$ cat config.mk
export PLATFORM = sky130hd
export DESIGN_NAME = sha256_byte_stream_hasher_core
export DESIGN_NICKNAME = d
export VERILOG_FILES = /design/src/hw/rtl/sha256bs_pkg.sv /design/src/hw/rtl/sha256_byte_stream_hasher_core.sv
export SDC_FILE = /design/constraint.sdc
export NUM_CORES = 2
export LEC_CHECK = 0
export BUFFER_PORTS_ARGS = -buffer_cell sky130_fd_sc_hd__buf_2
export CORE_ASPECT_RATIO = 0.9
export CORE_MARGIN = 4
export CORE_UTILIZATION = 65
export CTS_BUF_LIST = sky130_fd_sc_hd__clkbuf_16
export DETAILED_ROUTE_END_ITERATION = 6
export PLACE_DENSITY_LB_ADDON = 0.12
export SLEW_MARGIN = 40
export SYNTH_ARGS = -nofsm -noshare
export SYNTH_HDL_FRONTEND = slang
export SYNTH_SLANG_ARGS = --single-unit
$ cat constraint.sdc
create_clock -name clk -period 35 [get_ports clk]
set_input_delay 5.25 -clock clk [delete_from_list [all_inputs] [get_ports clk]]
set_output_delay 5.25 -clock clk [all_outputs]
set_load 0.05 [all_outputs]
$ cat src/hw/rtl/sha256bs_pkg.sv
package sha256bs_pkg;

  localparam int BLOCK_BYTES = 64;
  localparam int WIN_WORDS   = 16;
  localparam int ROUNDS      = 64;
  localparam logic [7:0] PAD_MARK = 8'h80;
  localparam logic [5:0] LEN_START = 6'd56;

  localparam logic [31:0] IV_TAB [8] = '{
    32'h6a09e667, 32'hbb67ae85, 32'h3c6ef372, 32'ha54ff53a,
    32'h510e527f, 32'h9b05688c, 32'h1f83d9ab, 32'h5be0cd19
  };

  localparam logic [31:0] K_TAB [64] = '{
    32'h428a2f98, 32'h71374491, 32'hb5c0fbcf, 32'he9b5dba5,
    32'h3956c25b, 32'h59f111f1, 32'h923f82a4, 32'hab1c5ed5,
    32'hd807aa98, 32'h12835b01, 32'h243185be, 32'h550c7dc3,
    32'h72be5d74, 32'h80deb1fe, 32'h9bdc06a7, 32'hc19bf174,
    32'he49b69c1, 32'hefbe4786, 32'h0fc19dc6, 32'h240ca1cc,
    32'h2de92c6f, 32'h4a7484aa, 32'h5cb0a9dc, 32'h76f988da,
    32'h983e5152, 32'ha831c66d, 32'hb00327c8, 32'hbf597fc7,
    32'hc6e00bf3, 32'hd5a79147, 32'h06ca6351, 32'h14292967,
    32'h27b70a85, 32'h2e1b2138, 32'h4d2c6dfc, 32'h53380d13,
    32'h650a7354, 32'h766a0abb, 32'h81c2c92e, 32'h92722c85,
    32'ha2bfe8a1, 32'ha81a664b, 32'hc24b8b70, 32'hc76c51a3,
    32'hd192e819, 32'hd6990624, 32'hf40e3585, 32'h106aa070,
    32'h19a4c116, 32'h1e376c08, 32'h2748774c, 32'h34b0bcb5,
    32'h391c0cb3, 32'h4ed8aa4a, 32'h5b9cca4f, 32'h682e6ff3,
    32'h748f82ee, 32'h78a5636f, 32'h84c87814, 32'h8cc70208,
    32'h90befffa, 32'ha4506ceb, 32'hbef9a3f7, 32'hc67178f2
  };

  function automatic logic [31:0] big_sig0(input logic [31:0] x);
    return {x[1:0], x[31:2]} ^ {x[12:0], x[31:13]} ^ {x[21:0], x[31:22]};
  endfunction

  function automatic logic [31:0] big_sig1(input logic [31:0] x);
    return {x[5:0], x[31:6]} ^ {x[10:0], x[31:11]} ^ {x[24:0], x[31:25]};
  endfunction

  function automatic logic [31:0] small_sig0(input logic [31:0] x);
    return {x[6:0], x[31:7]} ^ {x[17:0], x[31:18]} ^ {3'b000, x[31:3]};
  endfunction

  function automatic logic [31:0] small_sig1(input logic [31:0] x);
    return {x[16:0], x[31:17]} ^ {x[18:0], x[31:19]} ^ {10'd0, x[31:10]};
  endfunction

endpackage

$ cat src/hw/rtl/sha256_byte_stream_hasher_core.sv
// sha-256 over a byte stream, one round per cycle through a single shared round unit
// a byte beat is taken while idle; the 64th byte of a block starts the 64 rounds, then the chain add
// end of message: one padding byte per cycle up to the block end, then rounds and chain add per
// final block (one or two), then the digest is handed over once the previous digest has fully
// drained, then 8 output beats; the digest drains from its own buffer, so the next
// message is taken meanwhile
// synchronous active-low reset: chain value = initial hash, fill and bit count = 0, idle
module sha256_byte_stream_hasher_core
  import sha256bs_pkg::*;
(
  input  logic        clk,
  input  logic        rst_n,
  input  logic        in_tvalid,
  output logic        in_tready,
  input  logic [7:0]  in_tdata,   // message_byte
  input  logic        in_tuser,   // byte_present
  input  logic        in_tlast,   // end_of_message
  output logic        out_tvalid,
  input  logic        out_tready,
  output logic [31:0] out_tdata,  // digest_word
  output logic [2:0]  out_tuser,  // word_index
  output logic        out_tlast   // last_word
);

  localparam logic [2:0] ST_IDLE  = 3'd0;
  localparam logic [2:0] ST_PAD   = 3'd1;
  localparam logic [2:0] ST_ROUND = 3'd2;
  localparam logic [2:0] ST_ADD   = 3'd3;
  localparam logic [2:0] ST_DONE  = 3'd4;

  localparam logic [1:0] AFT_IDLE = 2'd0;
  localparam logic [1:0] AFT_PAD  = 2'd1;
  localparam logic [1:0] AFT_DONE = 2'd2;

  logic [2:0]  state_r, state_nxt;
  logic [1:0]  after_r, after_nxt;
  logic [5:0]  fill_r, fill_nxt;
  logic [5:0]  rnd_r, rnd_nxt;
  logic [63:0] bitcnt_r, bitcnt_nxt;
  logic        sent80_r, sent80_nxt;
  logic        len_ok_r, len_ok_nxt;
  logic        out_busy_r, out_busy_nxt;
  logic [2:0]  out_idx_r, out_idx_nxt;
  logic [31:0] chain_r [8];
  logic [31:0] chain_nxt [8];
  logic [31:0] vars_r [8];
  logic [31:0] vars_nxt [8];
  logic [31:0] win_r [WIN_WORDS];
  logic [31:0] win_nxt [WIN_WORDS];
  logic [31:0] dig_r [8];
  logic [31:0] dig_nxt [8];

  logic        in_acc, out_acc;
  logic        ins_en;
  logic [7:0]  ins_byte, pad_byte, len_byte;
  logic [31:0] t1, t2, w_new;

  assign in_tready  = (state_r == ST_IDLE);
  assign in_acc     = in_tvalid && in_tready;
  assign out_tvalid = out_busy_r;
  assign out_acc    = out_tvalid && out_tready;
  assign out_tdata  = dig_r[out_idx_r];
  assign out_tuser  = out_idx_r;
  assign out_tlast  = (out_idx_r == 3'd7);

  // length bytes go out most significant first
  assign len_byte = 8'(bitcnt_r >> {3'd7 - fill_r[2:0], 3'b000});
  assign pad_byte = !sent80_r ? PAD_MARK :
                    (len_ok_r && fill_r >= LEN_START) ? len_byte : 8'h00;

  // shared round unit
  assign t1 = vars_r[7] + big_sig1(vars_r[4]) +
              ((vars_r[4] & vars_r[5]) ^ (~vars_r[4] & vars_r[6])) +
              K_TAB[rnd_r] + win_r[0];
  assign t2 = big_sig0(vars_r[0]) +
              ((vars_r[0] & vars_r[1]) ^ (vars_r[0] & vars_r[2]) ^ (vars_r[1] & vars_r[2]));
  assign w_new = small_sig1(win_r[14]) + win_r[9] + small_sig0(win_r[1]) + win_r[0];

  always_comb begin
    state_nxt    = state_r;
    after_nxt    = after_r;
    fill_nxt     = fill_r;
    rnd_nxt      = rnd_r;
    bitcnt_nxt   = bitcnt_r;
    sent80_nxt   = sent80_r;
    len_ok_nxt   = len_ok_r;
    out_busy_nxt = out_busy_r;
    out_idx_nxt  = out_idx_r;
    chain_nxt    = chain_r;
    vars_nxt     = vars_r;
    win_nxt      = win_r;
    dig_nxt      = dig_r;
    ins_en       = 1'b0;
    ins_byte     = pad_byte;

    if (out_acc) begin
      out_idx_nxt = out_idx_r + 3'd1;
      if (out_idx_r == 3'd7) begin
        out_busy_nxt = 1'b0;
      end
    end

    case (state_r)
      ST_IDLE: begin
        if (in_acc) begin
          if (in_tuser) begin
            ins_en     = 1'b1;
            ins_byte   = in_tdata;
            bitcnt_nxt = bitcnt_r + 64'd8;
            if (fill_r == 6'd63) begin
              state_nxt = ST_ROUND;
              after_nxt = in_tlast ? AFT_PAD : AFT_IDLE;
            end else if (in_tlast) begin
              state_nxt = ST_PAD;
            end
          end else if (in_tlast) begin
            state_nxt = ST_PAD;
          end
        end
      end
      ST_PAD: begin
        ins_en     = 1'b1;
        sent80_nxt = 1'b1;
        if (!sent80_r && fill_r < LEN_START) begin
          len_ok_nxt = 1'b1;
        end
        if (fill_r == 6'd63) begin
          state_nxt = ST_ROUND;
          // a block closed before the length fits spills into a second one
          after_nxt  = (sent80_r && len_ok_r) ? AFT_DONE : AFT_PAD;
          len_ok_nxt = 1'b1;
        end
      end
      ST_ROUND: begin
        vars_nxt[7] = vars_r[6];
        vars_nxt[6] = vars_r[5];
        vars_nxt[5] = vars_r[4];
        vars_nxt[4] = vars_r[3] + t1;
        vars_nxt[3] = vars_r[2];
        vars_nxt[2] = vars_r[1];
        vars_nxt[1] = vars_r[0];
        vars_nxt[0] = t1 + t2;
        for (int i = 0; i < WIN_WORDS - 1; i++) begin
          win_nxt[i] = win_r[i + 1];
        end
        win_nxt[WIN_WORDS - 1] = w_new;
        rnd_nxt = rnd_r + 6'd1;
        if (rnd_r == 6'(ROUNDS - 1)) begin
          state_nxt = ST_ADD;
        end
      end
      ST_ADD: begin
        for (int i = 0; i < 8; i++) begin
          chain_nxt[i] = chain_r[i] + vars_r[i];
        end
        case (after_r)
          AFT_IDLE: state_nxt = ST_IDLE;
          AFT_PAD:  state_nxt = ST_PAD;
          AFT_DONE: state_nxt = ST_DONE;
          default:  state_nxt = ST_IDLE;
        endcase
      end
      ST_DONE: begin
        if (!out_busy_r) begin
          dig_nxt      = chain_r;
          out_busy_nxt = 1'b1;
          out_idx_nxt  = 3'd0;
          chain_nxt    = IV_TAB;
          bitcnt_nxt   = 64'd0;
          sent80_nxt   = 1'b0;
          len_ok_nxt   = 1'b0;
          state_nxt    = ST_IDLE;
        end
      end
      default: begin
        state_nxt = ST_IDLE;
      end
    endcase

    // byte path: the window is a 512-bit shift line, first byte ends at the top of word 0
    if (ins_en) begin
      for (int i = 0; i < WIN_WORDS - 1; i++) begin
        win_nxt[i] = {win_r[i][23:0], win_r[i + 1][31:24]};
      end
      win_nxt[WIN_WORDS - 1] = {win_r[WIN_WORDS - 1][23:0], ins_byte};
      fill_nxt = fill_r + 6'd1;
      if (fill_r == 6'd63) begin
        vars_nxt = chain_r;
      end
    end
  end

  always_ff @(posedge clk) begin
    if (!rst_n) begin
      state_r    <= ST_IDLE;
      after_r    <= AFT_IDLE;
      fill_r     <= 6'd0;
      rnd_r      <= 6'd0;
      bitcnt_r   <= 64'd0;
      sent80_r   <= 1'b0;
      len_ok_r   <= 1'b0;
      out_busy_r <= 1'b0;
      out_idx_r  <= 3'd0;
      chain_r    <= IV_TAB;
    end else begin
      state_r    <= state_nxt;
      after_r    <= after_nxt;
      fill_r     <= fill_nxt;
      rnd_r      <= rnd_nxt;
      bitcnt_r   <= bitcnt_nxt;
      sent80_r   <= sent80_nxt;
      len_ok_r   <= len_ok_nxt;
      out_busy_r <= out_busy_nxt;
      out_idx_r  <= out_idx_nxt;
      chain_r    <= chain_nxt;
    end
  end

  always_ff @(posedge clk) begin
    vars_r <= vars_nxt;
    win_r  <= win_nxt;
    dig_r  <= dig_nxt;
  end

  a_rnd_idle: assert property (@(posedge clk) disable iff (!rst_n)
    (state_r != ST_ROUND) |-> (rnd_r == 6'd0))
    else $error("round counter running outside the round state");

  a_fill_empty: assert property (@(posedge clk) disable iff (!rst_n)
    (state_r == ST_ROUND || state_r == ST_ADD || state_r == ST_DONE) |-> (fill_r == 6'd0))
    else $error("block fill not empty during compression");

  a_done_from_add: assert property (@(posedge clk) disable iff (!rst_n)
    (state_r == ST_DONE && $past(state_r) != ST_DONE) |-> ($past(state_r) == ST_ADD))
    else $error("digest hand-over not reached from the chain add");

  a_digest_load: assert property (@(posedge clk) disable iff (!rst_n)
    (state_r == ST_DONE && !out_busy_r) |=> (out_busy_r && out_idx_r == 3'd0))
    else $error("digest buffer not started at word zero");

endmodule
=== After elaboration in Yosys (flattened, before gate mapping) ===
Memory sizes are Yosys's and may differ from the RTL's.
Index checks and enable logic that the tools add are counted.

* Register bits after elaboration: 1367
* Bits in read-only memories: 2048
* Input port bits: 14
* Output and inout bits: 38
* Word-level logic and storage cells: 185
* Memories: 1

* Add/sub/neg operators: 23
* $lt $le $gt $ge: 4
* Eq/ne operators: 16
* Shifts and indexed selects: 1
* Mux-type cells: 52
* Bitwise gates (word level): 20
* Reductions and logical operators: 19

{| class="wikitable"
|+ Memory list
! name !! words !! width !! rd ports !! clocked after memory_dff !! wr ports !! line !! source
|-
| (no name shown) || 64 || 32 || 1 || 0 || 0 || sha256_byte_stream_hasher_core.sv:74 || <nowiki>K_TAB[rnd_r] + win_r[0];</nowiki>
|}

{| class="wikitable"
|+ Operators by type and width
! cell !! count
|-
| 2-to-1 mux 256 bit || 4
|-
| 2-to-1 mux 512 bit || 2
|-
| adder 32 bit || 18
|-
| one-hot mux 256 bit (2 select lines) || 1
|-
| XOR 32 bit || 9
|-
| 2-to-1 mux 64 bit || 3
|-
| AND 32 bit || 5
|-
| 2-to-1 mux 32 bit || 4
|-
| one-hot mux 64 bit (2 select lines) || 1
|-
| binary-select mux 32 bit (select 3 bit) || 1
|-
| adder 64 x 4 -> 64 bit (second input constant) || 1
|-
| >> shifter 64 x 6 -> 8 bit || 1
|-
| 2-to-1 mux 8 bit || 5
|-
| inverter 32 bit || 1
|-
| XOR 32 x 22 -> 32 bit || 1
|-
| XOR 32 x 29 -> 32 bit || 1
|-
| 2-to-1 mux 3 bit || 10
|-
| one-hot mux 3 bit (5 select lines) || 1
|-
| adder 6 x 1 -> 6 bit (second input constant) || 2
|-
| == test 6 bit (second input constant) || 2
|-
| 2-to-1 mux 1 bit || 10
|-
| 2-to-1 mux 2 bit || 5
|-
| nonzero test 2 bit || 5
|-
| AND reduction 4 bit || 2
|-
| other kinds (26) || 40
|}

=== Longest topological paths before layout ===
* Depth after elaboration: 10
* Gate-level depth with buffers: 39
* Depth with buffers taken out: 38

=== Worst setup path after synthesis ===
Ideal clock, no wire load.

* Kind: input -> register
* Start point: in in_tvalid
* End point: reg win_r[0] in the netlist's numbering, enable pin
* Setup time: 3.655 ns
* Data arrival time: 14.678 ns
* Data required time: 31.345 ns
* Slack: 16.667 ns
* Stages: 6
* Path buffers: 3
* Cells stage by stage: a21oi_1 > or3_1 > clkbuf_1 > clkbuf_1 > clkbuf_1 > nand2_1

* Longest elaborated chain between the ends: 4

{| class="wikitable"
|+ RTL lines
! item !! line !! source
|-
| start: declaration || sha256_byte_stream_hasher_core.sv:13 || <nowiki>input logic in_tvalid,</nowiki>
|-
| logical AND 1 bit || sha256_byte_stream_hasher_core.sv:59 || <nowiki>assign in_acc = in_tvalid && in_tready;</nowiki>
|-
| 2-to-1 mux 1 bit || sha256_byte_stream_hasher_core.sv:105 || <nowiki>if (in_acc) begin</nowiki>
|-
| one-hot mux 1 bit (2 select lines) || sha256_byte_stream_hasher_core.sv:103 || <nowiki>case (state_r)</nowiki>
|-
| nonzero test 2 bit (no line) || -- ||
|-
| end signal: assignment || sha256_byte_stream_hasher_core.sv:221 || <nowiki>win_r <= win_nxt;</nowiki>
|-
| end: declaration || sha256_byte_stream_hasher_core.sv:48 || <nowiki>logic [31:0] win_r [WIN_WORDS];</nowiki>
|}

Every way passes these cells.
A chain may end at the register's enable or synchronous reset.

==> flow_metrics.tcl <==
set metrics [dict create \
    synthMuxAreaShare 0.0358 \
    synth_edf_count 768 \
    cts_resized 0 \
    postCtsSetupBuffers 0 \
    synth-seq-area-share 0.425 \
    cts_buffers 145 \
    p_int_uw 4410 \
    setup_tns_ps 0 \
    slew_headroom 0.264 \
    die_h_um 346 \
    path_clk_slew_ps 70 \
    first_pass_iters 7 \
    place_congestion 1.04 \
    max_freq_ghz 0.109 \
    finalSetupViolations 0 \
    path_delay_family "compound AO/OA/AOI/OAI gates" \
    final_nets 9540 \
    grt_start_max_net_pins 200 \
    critPathArrivalTime_ps 9870 \
    hpwl_mm 185 \
    leakagePower_uw 0.0368 \
    io_buffers 51 \
    setup_ws_ps 25790 \
    powerDensity_nw_per_um2 90.1 \
    path_class "reg -> reg" \
    power_uw 7990 \
    synth-simple-area-share 0.172 \
    drt-total-wl_mm 260 \
    hold_viol_final 0 \
    die_x_um 383 \
    power_frac_seq 0.247 \
    first_global_vias 64000 \
    finalHoldWorstSlack_ps 463 \
    ys_types 97 \
    grt_pass1_wl_mm 391 \
    synth_top_family_by_area "simple AND/OR/NAND/NOR gates" \
    fillers 9479 \
    slowest_stage "ha_1" \
    postSynthCellCount 9156 \
    start_kind "flop" \
    power.switching_uw 3570 \
    initial_core_util 0.657 \
    antenna_found_initial 6 \
    holdBufCountCts 0 \
    synth_compound_area_frac 0.148 \
    antenna_left 0 \
    layout-drive-gt1-share 0.0634 \
    fin_cells 10700 \
    placeableCoreArea_sq_um 125000 \
    grt_use_total 0.384 \
    required_ps 35660 \
    cts_tree "built" \
    status "complete, but fails checks" \
    synth_xor_xnor_area_share 0.0644 \
    synth_ff_type "edfxtp_1" \
    grt_setup_unrepaired "false" \
    cts.path.max_buffers 3 \
    cp_max_fo 50 \
    num_rows 123 \
    combPwrFrac 0.565 \
    async_reset_ff_frac 0 \
    insertion_delay_ps 810 \
    route.detailed.drc 4 \
    violations "design-rule violations" \
    syn-cell-area_sq_um 82400 \
    maxSlewViolCount 0 \
    routedWlPerCell_um 24.2 \
    ys_ff_latch 1364 \
    preCtsSetupSlack_ps 26060 \
    htreeDepth 4 \
    pwr-share-clk 0.188 \
    synth_area_per_cell_sq_um 9.00 \
    placed_cells 10500 \
    root_buffer "clkbuf_16" \
    crit_buf_inv 5 \
    yosys_warnings 0 \
    cap_violations 0 \
    vias 68600 \
    period_needed_ps 9220 \
    grt_overflow 0 \
    die-area_sq_um 133000 \
    slowest_delay_ps 650 \
    ir_drop_mv 0.151 \
    synth_fa_ha_area_frac 0.109 \
    p_sw_frac 0.447 \
    via_per_inst 6.39 \
    fin_worst_skew_ps 49.5 \
    drtIter0Drc 8996 \
    reg2reg_slack_ps 25790 \
    period_share 0.263 \
    setup.worst_path.end_class "flop" \
    tightestPinTransition_ps 1100 \
    synth_nets 9768 \
    area_growth_pct 7.51 \
    hold_path_class "reg -> reg" \
    top_level_ports 52 \
    cts.sink_count 1364 \
]
==> placed cells by master, fill, tap and decap left out, drive strengths merged, types with 61 or more instances in the layout <==
cell type / count
ha: 403
nand2b: 79
mux4: 88
xnor2: 356
a21oi: 491
inv: 544
nor3: 115
clkinv: 67
o21ai: 513
nor2: 637
mux2: 61
fa: 195
a31oi: 261
clkbuf: 146
a21o: 191
dfxtp: 596
edfxtp: 768
nand2: 2143
xor2: 250
nand3: 151
buf: 155
and3: 61
==> per-stage QoR <==
| stage | cell area (sq um) | util |
|---|---|---|
| floorplan | 82400 | - |
| global placement | 83700 | 0.667 |
| detailed placement | 83800 | 0.669 |
| CTS | 88400 | 0.705 |
| global route | 88600 | 0.706 |
| finish | 88600 | 0.706 |
==> power by group through the flow <==
stage                     combinational [uW]  clock [uW]  sequential, uW
after floorplan                         3230           0            1960
after global placement                  4250           0            2000
after detailed placement                4330           0            2000
after CTS                               4370        1510            1970
after global routing                    4910        1570            1980
final                                   4510        1500            1970
==> sequential cells by signal, indices dropped and copies added (netlist names) <==
signal and flops:
fill_r 6, chain_r 256, sent80_r 1, state_r 3, dig_r 256, out_tvalid 1
after_r 2, win_r 512, len_ok_r 1, bitcnt_r 61, out_tuser 3, rnd_r 6
vars_r 256
==> final cells by class <==
type	instances	area, sq um	share of cell area
well taps	1687	2110	0.0238
clock inverters	120	927	0.0105
repair buffers	155	1290	0.0146
multi-input cells	6762	43700	0.493
diodes	4	10.0	0.000113
clock buffers	146	3650	0.0412
flip-flops and latches	1364	35000	0.395
inverters	500	1890	0.0213
==> cells in the mapped netlist (55+ instances only) <==
library cell,instances,area share
nand2_1,2143,0.098
a211oi_1,56,0.0051
a31oi_1,261,0.020
xor2_1,250,0.027
mux4_2,88,0.024
clkbuf_1,485,0.022
nor3_1,111,0.0067
nor2_1,636,0.029
dfxtp_1,596,0.14
edfxtp_1,768,0.28
and3_1,61,0.0046
a21oi_1,490,0.030
mux2_2,61,0.0083
nand3_1,151,0.0092
nand2b_1,79,0.0060
o21a_1,55,0.0050
inv_1,495,0.023
xnor2_1,356,0.038
a21o_1,191,0.017
ha_1,403,0.061
o21ai_0,476,0.029
fa_1,195,0.047
==> kinds of logic (layout without fill, tap and decap cells) <==
logic type	Yosys count	count (layout)
AND/OR/NAND/NOR	3412	3412
AO/OA/AOI/OAI	1966	1966
flip-flops	1364	1364
buffers and inverters	1030	921
XOR/XNOR	606	606
adder cells (fa/ha/maj)	601	601
multiplexers	177	177
other	0	4
==> final timing paths <==
check | from | to | depth (start not counted)
setup reg to reg | rnd_r[2] | vars_r[255] | 35
hold reg to reg | after_r[0] | after_r[0] | 2
hold / removal | after_r[0] | after_r[0] | 2
setup / recovery | rnd_r[2] | vars_r[255] | 35
==> layer usage <==
metal  vias up  GRT usage  part of all wire
met5         -          0           0.00010
met4         4      0.137             0.037
met3       566      0.118              0.14
met2      3924      0.527              0.41
met1     32900      0.572              0.42
li1      31200          -                 -
==> worst reg2reg max path, delay by kind of cell (launching register included) <==
family / cells / cell delay [ps]
AOI/OAI and AO/OA: 15 / 3380
adders and majority gates: 5 / 2480
buffers and inverters: 5 / 1210
and+or+nand+nor: 8 / 1160
xor gates and xnor gates: 2 / 530
DFF: 1 / 330
Power figures use the tool's default switching activity.
